### src/hdl/tvp_pkg.sv
// Shared types and constants for the video test pattern pixel core.
package tvp_pkg;

    // Fixed field widths
    localparam int PIX_W     = 11;
    localparam int IDX_W     = 8;
    localparam int CFG_W     = 12;
    localparam int CFG_IDX_W = 2;

    // Gradient scale: x * 256 is x shifted by this many bits
    localparam int GRAD_SHIFT = 8;

    // Palette codes
    localparam logic [IDX_W-1:0] IDX_WHITE = 8'hFF;
    localparam logic [IDX_W-1:0] IDX_OFF   = 8'h00;

    // Configuration register indexes
    localparam logic [CFG_IDX_W-1:0] CFG_FRAME_WIDTH  = 2'd0;
    localparam logic [CFG_IDX_W-1:0] CFG_FRAME_HEIGHT = 2'd1;
    localparam logic [CFG_IDX_W-1:0] CFG_INDEXED_MODE = 2'd2;

    // Reset values of the configuration registers
    localparam logic [CFG_W-1:0] RST_FRAME_WIDTH  = 12'd320;
    localparam logic [CFG_W-1:0] RST_FRAME_HEIGHT = 12'd288;

    // Per-pixel data that rides along the divider chain
    typedef struct packed {
        logic [PIX_W-1:0] y;
        logic             oof;
        logic             use_pre;
        logic [IDX_W-1:0] pre_idx;
    } t_side;

endpackage

### src/hdl/tvp_front.sv
// Input stage: range checks, border, fallback pattern and divider operands.
module tvp_front #(
    parameter int DEN_W = 12,
    parameter int STEPS = 12
) (
    input  logic                      i_clk,
    input  logic                      i_rst_n,
    input  logic                      i_en,
    input  logic                      i_valid,
    input  logic [tvp_pkg::PIX_W-1:0] i_x,
    input  logic [tvp_pkg::PIX_W-1:0] i_y,
    input  logic [DEN_W-1:0]          i_w,
    input  logic [DEN_W-1:0]          i_h,
    input  logic                      i_indexed,
    output logic                      o_valid,
    output tvp_pkg::t_side            o_side,
    output logic [DEN_W-1:0]          o_rem_d,
    output logic [STEPS-1:0]          o_num_d,
    output logic [DEN_W-1:0]          o_rem_g,
    output logic [STEPS-1:0]          o_num_g
);
    import tvp_pkg::*;

    localparam int CW = (STEPS > PIX_W) ? STEPS : PIX_W;
    localparam int PW = PIX_W + DEN_W;
    localparam int NW = STEPS + DEN_W;
    localparam int GW = PIX_W + GRAD_SHIFT;

    logic [CW-1:0]    x_c, y_c, w_c, h_c;
    logic [DEN_W-1:0] h_m1;
    logic [PW-1:0]    prod;
    logic [NW-1:0]    num_d, num_g;
    logic [PIX_W:0]   sum_xy;
    logic             oof, border;
    t_side            n_side;

    logic             r_valid;
    t_side            r_side;
    logic [NW-1:0]    r_num_d, r_num_g;

    // Compare coordinates against the frame size
    always_comb begin
        x_c    = CW'(i_x);
        y_c    = CW'(i_y);
        w_c    = CW'(i_w);
        h_c    = CW'(i_h);
        h_m1   = i_h - DEN_W'(1);
        oof    = (x_c >= w_c) || (y_c >= h_c);
        border = (x_c == '0) || (y_c == '0) ||
                 (x_c == w_c - CW'(1)) || (y_c == h_c - CW'(1));
        sum_xy = {1'b0, i_x} + {1'b0, i_y};
    end

    // Build the two dividends: x*(h-1) for the diagonal, x*256 for the gradient
    always_comb begin
        prod  = PW'(i_x) * PW'(h_m1);
        num_d = NW'(prod);
        num_g = NW'({i_x, {GRAD_SHIFT{1'b0}}});
    end

    // Pick the result where no quotient is needed
    always_comb begin
        n_side.y = i_y;
        n_side.oof = oof;
        n_side.use_pre = oof || !i_indexed || border;
        if (oof) begin
            n_side.pre_idx = IDX_OFF;
        end else if (!i_indexed) begin
            n_side.pre_idx = sum_xy[IDX_W:1];
        end else begin
            n_side.pre_idx = IDX_WHITE;
        end
    end

    // Stage register
    always_ff @(posedge i_clk) begin
        if (!i_rst_n) begin
            r_valid <= 1'b0;
        end else if (i_en) begin
            r_valid <= i_valid;
        end
    end

    always_ff @(posedge i_clk) begin
        if (i_en) begin
            r_side  <= n_side;
            r_num_d <= num_d;
            r_num_g <= num_g;
        end
    end

    assign o_valid = r_valid;
    assign o_side  = r_side;
    assign o_rem_d = r_num_d[NW-1:STEPS];
    assign o_num_d = r_num_d[STEPS-1:0];
    assign o_rem_g = r_num_g[NW-1:STEPS];
    assign o_num_g = r_num_g[STEPS-1:0];

endmodule

### src/hdl/tvp_div_cell.sv
// One divider cell: a restoring step for both quotients, then a register.
module tvp_div_cell #(
    parameter int DEN_W = 12,
    parameter int STEPS = 12
) (
    input  logic             i_clk,
    input  logic             i_rst_n,
    input  logic             i_en,
    input  logic             i_valid,
    input  tvp_pkg::t_side   i_side,
    input  logic [DEN_W-1:0] i_den_d,
    input  logic [DEN_W-1:0] i_den_g,
    input  logic [DEN_W-1:0] i_rem_d,
    input  logic [STEPS-1:0] i_num_d,
    input  logic [STEPS-1:0] i_q_d,
    input  logic [DEN_W-1:0] i_rem_g,
    input  logic [STEPS-1:0] i_num_g,
    input  logic [STEPS-1:0] i_q_g,
    output logic             o_valid,
    output tvp_pkg::t_side   o_side,
    output logic [DEN_W-1:0] o_rem_d,
    output logic [STEPS-1:0] o_num_d,
    output logic [STEPS-1:0] o_q_d,
    output logic [DEN_W-1:0] o_rem_g,
    output logic [STEPS-1:0] o_num_g,
    output logic [STEPS-1:0] o_q_g
);
    import tvp_pkg::*;

    logic [DEN_W:0]   trial_d, trial_g, diff_d, diff_g;
    logic             ge_d, ge_g;
    logic [DEN_W-1:0] n_rem_d, n_rem_g;

    logic             r_valid;
    t_side            r_side;
    logic [DEN_W-1:0] r_rem_d, r_rem_g;
    logic [STEPS-1:0] r_num_d, r_num_g, r_q_d, r_q_g;

    // Shift in the next dividend bit and subtract the divisor when it fits
    always_comb begin
        trial_d = {i_rem_d, i_num_d[STEPS-1]};
        trial_g = {i_rem_g, i_num_g[STEPS-1]};
        diff_d  = trial_d - {1'b0, i_den_d};
        diff_g  = trial_g - {1'b0, i_den_g};
        ge_d    = trial_d >= {1'b0, i_den_d};
        ge_g    = trial_g >= {1'b0, i_den_g};
        n_rem_d = ge_d ? diff_d[DEN_W-1:0] : trial_d[DEN_W-1:0];
        n_rem_g = ge_g ? diff_g[DEN_W-1:0] : trial_g[DEN_W-1:0];
    end

    // Hand the partial results to the next cell
    always_ff @(posedge i_clk) begin
        if (!i_rst_n) begin
            r_valid <= 1'b0;
        end else if (i_en) begin
            r_valid <= i_valid;
        end
    end

    always_ff @(posedge i_clk) begin
        if (i_en) begin
            r_side  <= i_side;
            r_rem_d <= n_rem_d;
            r_rem_g <= n_rem_g;
            r_num_d <= {i_num_d[STEPS-2:0], 1'b0};
            r_num_g <= {i_num_g[STEPS-2:0], 1'b0};
            r_q_d   <= {i_q_d[STEPS-2:0], ge_d};
            r_q_g   <= {i_q_g[STEPS-2:0], ge_g};
        end
    end

    assign o_valid = r_valid;
    assign o_side  = r_side;
    assign o_rem_d = r_rem_d;
    assign o_num_d = r_num_d;
    assign o_q_d   = r_q_d;
    assign o_rem_g = r_rem_g;
    assign o_num_g = r_num_g;
    assign o_q_g   = r_q_g;

endmodule

### src/hdl/video_test_pattern_pixel_core.sv
// Top level: config registers, front stage, divider cell chain and output register.
// Pipeline: front stage register, then the divider cell chain, then the output register;
//   the divider width STEPS is max(8, width of the clamped frame size).
// Throughput: one pixel per cycle unless stalled; each chain cell resolves one quotient bit.
// A stalled output freezes the whole pipeline and stalls the input side.
// Reset (synchronous, active low) empties the pipeline and loads width 320,
//   height 288 and indexed mode.
module video_test_pattern_pixel_core #(
    parameter int MAX_DIM = 2048
) (
    input  logic                          i_clk,
    input  logic                          i_rst_n,
    // pixel request
    input  logic                          i_in_valid,
    output logic                          o_in_stall,
    input  logic [tvp_pkg::PIX_W-1:0]     i_pixel_x,
    input  logic [tvp_pkg::PIX_W-1:0]     i_pixel_y,
    // pattern result
    output logic                          o_out_valid,
    input  logic                          i_out_stall,
    output logic [tvp_pkg::IDX_W-1:0]     o_pixel_index,
    output logic                          o_out_of_frame,
    // configuration writes
    input  logic                          i_cfg_valid,
    output logic                          o_cfg_ready,
    input  logic [tvp_pkg::CFG_IDX_W-1:0] i_cfg_index,
    input  logic [tvp_pkg::CFG_W-1:0]     i_cfg_data
);
    import tvp_pkg::*;

    localparam int DIM_RAW = $clog2(MAX_DIM + 1);
    localparam int DIM_W   = (DIM_RAW < CFG_W) ? DIM_RAW : CFG_W;
    localparam int STEPS   = (DIM_W > IDX_W) ? DIM_W : IDX_W;
    localparam int CW      = (STEPS > PIX_W) ? STEPS : PIX_W;

    function automatic logic [DIM_W-1:0] clamp_dim(input logic [CFG_W-1:0] v);
        logic [DIM_W-1:0] res;
        if (int'(v) > MAX_DIM) begin
            res = DIM_W'(MAX_DIM);
        end else begin
            res = DIM_W'(v);
        end
        return res;
    endfunction

    logic [DIM_W-1:0] r_width, r_height;
    logic             r_indexed;
    logic [DIM_W-1:0] den_d, h_m1;
    logic             en;

    logic             valid_c [0:STEPS];
    t_side            side_c  [0:STEPS];
    logic [DIM_W-1:0] rem_d_c [0:STEPS];
    logic [DIM_W-1:0] rem_g_c [0:STEPS];
    logic [STEPS-1:0] num_d_c [0:STEPS];
    logic [STEPS-1:0] num_g_c [0:STEPS];
    logic [STEPS-1:0] q_d_c   [0:STEPS];
    logic [STEPS-1:0] q_g_c   [0:STEPS];

    logic [CW-1:0]    y_c, d_c, hm1_c;
    logic             diag;
    logic [IDX_W-1:0] n_pixel_index;

    logic             r_out_valid;
    logic [IDX_W-1:0] r_pixel_index;
    logic             r_out_of_frame;

    // Store configuration, clamped to the largest frame size
    assign o_cfg_ready = 1'b1;

    always_ff @(posedge i_clk) begin
        if (!i_rst_n) begin
            r_width   <= clamp_dim(RST_FRAME_WIDTH);
            r_height  <= clamp_dim(RST_FRAME_HEIGHT);
            r_indexed <= 1'b1;
        end else if (i_cfg_valid && o_cfg_ready) begin
            unique case (i_cfg_index)
                CFG_FRAME_WIDTH:  r_width   <= clamp_dim(i_cfg_data);
                CFG_FRAME_HEIGHT: r_height  <= clamp_dim(i_cfg_data);
                CFG_INDEXED_MODE: r_indexed <= i_cfg_data[0];
                default:          ;
            endcase
        end
    end

    // Divisors: diagonal uses max(w-1, 1), gradient uses w
    always_comb begin
        den_d = (r_width > DIM_W'(1)) ? r_width - DIM_W'(1) : DIM_W'(1);
        h_m1  = r_height - DIM_W'(1);
    end

    // Advance the whole pipeline unless the output word is held
    assign en         = !(r_out_valid && i_out_stall);
    assign o_in_stall = !en;

    tvp_front #(
        .DEN_W (DIM_W),
        .STEPS (STEPS)
    ) u_front (
        .i_clk     (i_clk),
        .i_rst_n   (i_rst_n),
        .i_en      (en),
        .i_valid   (i_in_valid),
        .i_x       (i_pixel_x),
        .i_y       (i_pixel_y),
        .i_w       (r_width),
        .i_h       (r_height),
        .i_indexed (r_indexed),
        .o_valid   (valid_c[0]),
        .o_side    (side_c[0]),
        .o_rem_d   (rem_d_c[0]),
        .o_num_d   (num_d_c[0]),
        .o_rem_g   (rem_g_c[0]),
        .o_num_g   (num_g_c[0])
    );

    assign q_d_c[0] = '0;
    assign q_g_c[0] = '0;

    // Chain of divider cells, one quotient bit each
    for (genvar k = 0; k < STEPS; k++) begin : g_cell
        tvp_div_cell #(
            .DEN_W (DIM_W),
            .STEPS (STEPS)
        ) u_cell (
            .i_clk   (i_clk),
            .i_rst_n (i_rst_n),
            .i_en    (en),
            .i_valid (valid_c[k]),
            .i_side  (side_c[k]),
            .i_den_d (den_d),
            .i_den_g (r_width),
            .i_rem_d (rem_d_c[k]),
            .i_num_d (num_d_c[k]),
            .i_q_d   (q_d_c[k]),
            .i_rem_g (rem_g_c[k]),
            .i_num_g (num_g_c[k]),
            .i_q_g   (q_g_c[k]),
            .o_valid (valid_c[k+1]),
            .o_side  (side_c[k+1]),
            .o_rem_d (rem_d_c[k+1]),
            .o_num_d (num_d_c[k+1]),
            .o_q_d   (q_d_c[k+1]),
            .o_rem_g (rem_g_c[k+1]),
            .o_num_g (num_g_c[k+1]),
            .o_q_g   (q_g_c[k+1])
        );
    end

    // Check both diagonals and pick the final index
    always_comb begin
        y_c   = CW'(side_c[STEPS].y);
        d_c   = CW'(q_d_c[STEPS]);
        hm1_c = CW'(h_m1);
        diag  = (y_c == d_c) || ((d_c <= hm1_c) && (y_c == hm1_c - d_c));
        if (side_c[STEPS].use_pre) begin
            n_pixel_index = side_c[STEPS].pre_idx;
        end else if (diag) begin
            n_pixel_index = IDX_WHITE;
        end else begin
            n_pixel_index = q_g_c[STEPS][IDX_W-1:0];
        end
    end

    // Output register
    always_ff @(posedge i_clk) begin
        if (!i_rst_n) begin
            r_out_valid <= 1'b0;
        end else if (en) begin
            r_out_valid <= valid_c[STEPS];
        end
    end

    always_ff @(posedge i_clk) begin
        if (en) begin
            r_pixel_index  <= n_pixel_index;
            r_out_of_frame <= side_c[STEPS].oof;
        end
    end

    assign o_out_valid    = r_out_valid;
    assign o_pixel_index  = r_pixel_index;
    assign o_out_of_frame = r_out_of_frame;

    // An out-of-frame word always carries index zero
    a_oof_zero: assert property (@(posedge i_clk) disable iff (!i_rst_n)
        (o_out_valid && o_out_of_frame) |-> (o_pixel_index == IDX_OFF))
        else $error("out-of-frame word with nonzero index");

    // A held output word must stall the input side
    a_stall_back: assert property (@(posedge i_clk) disable iff (!i_rst_n)
        (o_out_valid && i_out_stall) |-> o_in_stall)
        else $error("input accepted while output word is held");

    // Reset empties the pipeline
    a_rst_empty: assert property (@(posedge i_clk)
        !i_rst_n |=> !o_out_valid)
        else $error("output valid right after reset");

    // A held output word keeps its value
    a_hold_word: assert property (@(posedge i_clk) disable iff (!i_rst_n)
        (o_out_valid && i_out_stall) |=> ($stable(o_pixel_index) && $stable(o_out_of_frame)))
        else $error("held output word changed");

endmodule

### config.mk
export PLATFORM = sky130hd
export DESIGN_NAME = video_test_pattern_pixel_core
export DESIGN_NICKNAME = d
export VERILOG_FILES = /design/src/hdl/tvp_pkg.sv /design/src/hdl/tvp_front.sv /design/src/hdl/tvp_div_cell.sv /design/src/hdl/video_test_pattern_pixel_core.sv
export SDC_FILE = /design/constraint.sdc
export NUM_CORES = 2
export LEC_CHECK = 0
export BUFFER_PORTS_ARGS = -buffer_cell sky130_fd_sc_hd__clkbuf_2
export CORE_MARGIN = 4
export CORE_UTILIZATION = 57
export DETAILED_ROUTE_END_ITERATION = 7
export GPL_TIMING_DRIVEN = 0
export HOLD_SLACK_MARGIN = 0.02
export PLACE_DENSITY_LB_ADDON = 0.15
export SYNTH_ARGS = -nofsm -noshare
export SYNTH_HDL_FRONTEND = slang
export SYNTH_SLANG_ARGS = --single-unit
### constraint.sdc
create_clock -name i_clk -period 32.5 [get_ports i_clk]
set_clock_uncertainty 0.2 [all_clocks]
set_input_delay 1.625 -clock i_clk [delete_from_list [all_inputs] [get_ports i_clk]]
set_output_delay 1.625 -clock i_clk [all_outputs]
set_load 0.02 [all_outputs]
# --- Word-level counts from Yosys, hierarchy flattened ---
# Index checks and enable logic that the tools add are counted.
# Widths: inputs -> output; s select.
classes:
  n_mux: 27
  mul: 1
  n_lt_le_gt_ge: 29
  n_eq_ne: 6
  addsub: 26
  n_reduce_logical: 16
op_table:
  columns: ["op", "count"]
  rows:
  - ["$ge 13x12->1", 22]
  - ["$mux 12", 23]
  - ["$sub 12x12->12", 22]
  - ["$eq 11x12->1", 4]
  - ["$mux 8", 4]
  - ["$ge 11x12->1", 2]
  - ["$sub 12x1->12 const B", 2]
  - ["$mul 11x12->23", 1]
  - ["$logic_not 11->1", 2]
  - ["$ge 12x12->1", 1]
  - ["$ge 8x12->1", 1]
  - ["$gt 12x1->1 const B", 1]
  - ["$gt 12x12->1 const B", 1]
  - ["$le 12x12->1", 1]
  - ["$sub 8x12->12", 1]
  - ["$add 9x9->9", 1]
  - ["$logic_or 1x1->1", 7]
  - ["$reduce_and 2->1", 3]
  - ["$eq 2x1->1 const B", 1]
  - ["$eq 2x2->1 const B", 1]
  - ["$logic_and 1x1->1", 2]
  - ["$logic_not 2->1", 1]
  - ["$logic_not 1->1", 1]
word_totals:
  out_inout_bits: 12
  reg_bits: 805
  wordCells: 242

# --- Logic depth before layout (Yosys ltp) ---
logic_depth:
  depth_word: 7
  mapped_depth: 27

# --- By module ---
# From an unflattened synthesis, not the netlist that was laid out.
hier_totals:
  cells_unflattened: 4687
  hier_area_um2: 62476.2
by_module_without_submodules:
  columns: ["mod", "seq_area_each_um2", "area_each_um2", "n_inst", "cells_each"]
  rows:
  - ["tvp_div_cell at g_cell[0].u_cell ...", 2752.6, 4301.6, 11, 290]
  - ["tvp_front", 1671.6, 8008.9, 1, 846]
  - ["tvp_div_cell at g_cell[4].u_cell", 2752.6, 4320.4, 1, 297]
  - ["video_test_pattern_pixel_core", 790.8, 2829.0, 1, 354]

# --- Least setup slack after synthesis ---
# OpenSTA, ideal clock, no wires.
synth_path:
  path_kind: "input to register"
  startpoint: "in i_out_stall"
  endpoint: "reg g_cell[0].u_cell.r_num_d[10], enable pin"
  required_time_ps: 30873
  setup_ps: 1427
  path_stages: 2
  setup_slack_ps: 8399
  arrival_time_ps: 22474
  cell_sequence: "nand2_1 -> buf_1"
synth_via:
  elab_chain_cells: 1
synth_rtl:
  columns: ["item", "line", "source"]
  rows:
  - ["from (decl)", "video_test_pattern_pixel_core.sv:20", "input logic i_out_stall,"]
  - ["$logic_and 1x1->1", "video_test_pattern_pixel_core.sv:93", "assign en = !(r_out_valid && i_out_stall);"]
  - ["to (signal assigned)", "tvp_div_cell.sv:65", "r_num_d <= {i_num_d[STEPS-2:0], 1'b0};"]
  - ["to (decl)", "tvp_div_cell.sv:37", "logic [STEPS-1:0] r_num_d, r_num_g, r_q_d, r_q_g;"]
# No other way between the ends.
# A chain may end at the register's enable or synchronous reset.

# --- Worst setup path in the final report ---
layout_path:
  startpoint: "reg r_height[0]"
  endpoint: "reg u_front.r_num_d[22] (data pin)"
layout_via:
  elab_chain_cells: 2
layout_rtl:
  columns: ["item", "line", "source"]
  rows:
  - ["from (decl)", "video_test_pattern_pixel_core.sv:46", "logic [DIM_W-1:0] r_width, r_height;"]
  - ["from (signal assigned)", "video_test_pattern_pixel_core.sv:74", "r_height <= clamp_dim(RST_FRAME_HEIGHT);"]
  - ["from (signal assigned)", "video_test_pattern_pixel_core.sv:79", "CFG_FRAME_HEIGHT: r_height <= clamp_dim(i_cfg_data);"]
  - ["$sub 12x1->12", "tvp_front.sv:47", "h_m1 = i_h - DEN_W'(1);"]
  - ["$mul 11x12->23", "tvp_front.sv:56", "prod = PW'(i_x) * PW'(h_m1);"]
  - ["named net u_front.prod[22]", "tvp_front.sv:31", "logic [PW-1:0] prod;"]
  - ["to (signal assigned)", "tvp_front.sv:87", "r_num_d <= num_d;"]
  - ["to (decl)", "tvp_front.sv:39", "logic [NW-1:0] r_num_d, r_num_g;"]
# The timed path passes the listed nets, and every way through them passes these cells.

==> impl_metrics.ini <==
[clocking]
cts.repair.resized = 0
clock-root-buffer = clkbuf_16
cts.sinks = 805
cts_htree_levels = 3
cts_max_path_buffers = 3
post-cts-setup-buffer-count = 0
clkTransAtPathRegs_ns = 0.06
clk_latency_ns = 0.64
cts_buffers = 85
tritoncts = yes
ctsHoldBuffers = 0

[logic_synthesis]
yosysTopAreaCell = edfxtp_1
netlist_top_cells_area = edfxtp_1 (51%), ha_1 (11%), fa_1 (5.0%)
synth_edf_count = 766
syn-num-nets = 4171
synth_area_um2 = 45500
synth-main-ff-cell = edfxtp_1
syn_inst = 3629
seq_area_frac_synth = 0.522
synth_top_area_share = 0.505
ys_types = 83
yosysWarnings = 0
postSynth.asyncResetShare = 0
ys_ff_latch = 805
syn_avg_cell_area_um2 = 12.5

[route]
drc = 0
viasPerCell = 5.74
drtAntennaViolNets = 0
wl_per_cell_um = 18.8
first_iter_violations = 1690
routed_wl_um = 92400
vias = 28200
firstDrtPassIters = 5

[sta]
slew-limit-headroom = 0.242
fmax_mhz = 122
worst_pin_slew_ns = 1.14
rsz0062_at_grt = no
setup_viol = 0
fin_crit_ns = 8.19
fin_tns_setup_ns = 0
slew_viol_final = 0
finalHoldViolCount = 0
holdWs_ns = 0.195
min_period_over_period = 0.252

[power]
ir_worst_vdd_mv = 0.0866
pwr-share-clk = 0.208
power_frac_comb = 0.433
pwr-share-seq = 0.360
leakage_nw = 20.6
cell_internal_pwr_mw = 3.16
power.switching_mw = 1.61
swShare = 0.337
p_per_area_nw_per_um2 = 94.5

[floorplan]
io_pins = 53
rows = 103
dieArea_um2 = 84500
initial_utilization = 0.575
core_area_um2 = 79100
fp.dieH_um = 291
die_x_um = 291

[worst_setup_path]
r2r-start = r_height[0]$_SDFFE_PN0P_
cp-end-kind = flop
reg2regPathDepth = 22
cp-start-kind = flop
crit_type = flop to flop
rrSetupSlack_ns = 24.31
crit_fanout = 10
cp.required_ns = 32.66
crit_start = r_height[0]$_SDFFE_PN0P_
worstReg2RegEnd = u_front.r_num_d[22]$_DFFE_PN_
arrival_ns = 8.36
cp-endpoint = u_front.r_num_d[22]$_DFFE_PN_

[global_route]
grt_pass1_vias = 28400
antenna_found_initial = 0
grt_pass1_wl_um = 148000
track_usage = 0.219
grt_max_degree = 45
globalRoute.totalOverflow = 0

[placed_design]
gp_congestion = 0.909
io_buffers = 50
dpl-instance-area_um2 = 47500
dp.final_hpwl_um = 66200

[final_layout]
final-seq-area_um2 = 23800
layout_common_cells = edfxtp_1 (766), ha_1 (388), inv_1 (258), nand2_1 (226), xnor2_1 (179)
fill_cells = 6078
syn2layout_area_growth_pct = 10.8
drive_gt1_frac = 0.106
fin_util = 0.638
final_common_cell = edfxtp_1
nets = 4330
multiInputGateArea_um2 = 20500
finalInstanceArea_um2 = 50500

[hold_path]
worstHoldPathType = flop to flop

[run]
drv_cap = 0

[outcome]
status = finished, final reports clean
worst max-delay path: stages, from the launching register on:
cell,delay (ns)
dfxtp_1,0.57
clkbuf_1,0.49
inv_1,0.23
ha_1,0.33
and3_1,0.21
xnor2_1,0.32
inv_1,0.12
clkbuf_1,0.32
and2_1,0.31
fa_1,0.52
fa_1,0.56
fa_1,0.54
fa_1,0.57
inv_1,0.06
fa_1,0.54
inv_1,0.05
ha_1,0.36
a2111oi_0,0.64
o211ai_1,0.26
a211oi_1,0.29
o21ai_0,0.14
a21oi_1,0.20
xnor2_1,0.09
layout make-up:
cell class                 count  area share
antenna                        1   0.0000496
buffer                        58     0.00503
clock buffer                 102      0.0447
clock inverter                54      0.0127
inverter                     265      0.0197
multi-input combinational   2501       0.406
sequential                   805       0.471
tap                         1050      0.0260
timing repair buffer          72      0.0140
through the flow:
step	power, mW	worst slack, ns	cells
4_1_cts	4.80	24.30	4906
3_3_place_gp	3.73	-1.24	4729
2_1_floorplan	3.33	8.40	3629
6_report	4.77	24.31	4908
5_1_grt	5.13	23.77	4907
3_5_place_dp	3.77	24.40	4750
power groups by stage:
stage | combinational, mW | sequential (mW) | clock [mW]
4_1_cts | 2.07 | 1.72 | 1.02
6_report | 2.06 | 1.71 | 0.992
2_1_floorplan | 1.65 | 1.67 | 0
5_1_grt | 2.31 | 1.75 | 1.07
3_3_place_gp | 2.01 | 1.73 | 0
3_5_place_dp | 2.04 | 1.74 | 0
state kept, by name, summed over array words and instances, names as in the netlist, 21 cells and up:
register / cells
g_cell.u_cell.o_rem_g: 132
g_cell.u_cell.o_q_g: 36
u_front.o_side: 21
g_cell.u_cell.o_side: 252
g_cell.u_cell.o_rem_d: 132
g_cell.u_cell.o_q_d: 78
g_cell.u_cell.o_num_d: 66
u_front.r_num_d: 23
metal layers:
metal / up-vias / GRT usage / routed length (um)
met5: - / 0 / 0
met4: 0 / 0.0867 / 3710
met3: 204 / 0.0378 / 4810
met2: 697 / 0.359 / 43400
met1: 13500 / 0.294 / 40500
li1: 13700 / - / -
cell families after synthesis:
kind of cell    share of synthesized area
simple gates                       0.0923
flops                               0.522
compound gates                     0.0998
fa+ha+maj                           0.156
buf+inv                            0.0274
xor+xnor                           0.0517
mux                                0.0500
other cells                     0.0000824
how the worst min path moves through the flow:
| stage | cells past startpoint | startpoint | end |
|---|---|---|---|
| after detailed placement | 0 | u_front.o_side[7]$_SDFFCE_PP0N_ | g_cell[0].u_cell.o_side[7]$_DFFE_PN_ |
| after floorplan | 0 | u_front.r_num_d[9]$_DFFE_PN_ | g_cell[0].u_cell.o_num_d[10]$_DFFE_PN_ |
| after global placement | 0 | g_cell[5].u_cell.o_side[19]$_DFFE_PN_ | g_cell[6].u_cell.o_side[19]$_DFFE_PN_ |
| final | 0 | g_cell[7].u_cell.o_side[15]$_DFFE_PN_ | g_cell[8].u_cell.o_side[15]$_DFFE_PN_ |
| after CTS | 0 | g_cell[7].u_cell.o_side[15]$_DFFE_PN_ | g_cell[8].u_cell.o_side[15]$_DFFE_PN_ |
| after global routing | 0 | g_cell[7].u_cell.o_side[15]$_DFFE_PN_ | g_cell[8].u_cell.o_side[15]$_DFFE_PN_ |
cell usage after synthesis, types with 39 or more instances:
library cell  count
inv_1           258
mux2_2          155
nor2_1          174
o21a_1           71
nor2b_1          86
o21ai_0         147
xnor2_1         179
nand2_1         226
nand2b_1         40
and2_1           62
dfxtp_1          39
a21oi_1         156
a21boi_0         41
edfxtp_1        766
a21o_1           75
fa_1            113
xor2_1           88
nor3_1           59
ha_1            388
mux2i_1          39
nand4_1          54
Power figures use the tool's default switching activity.
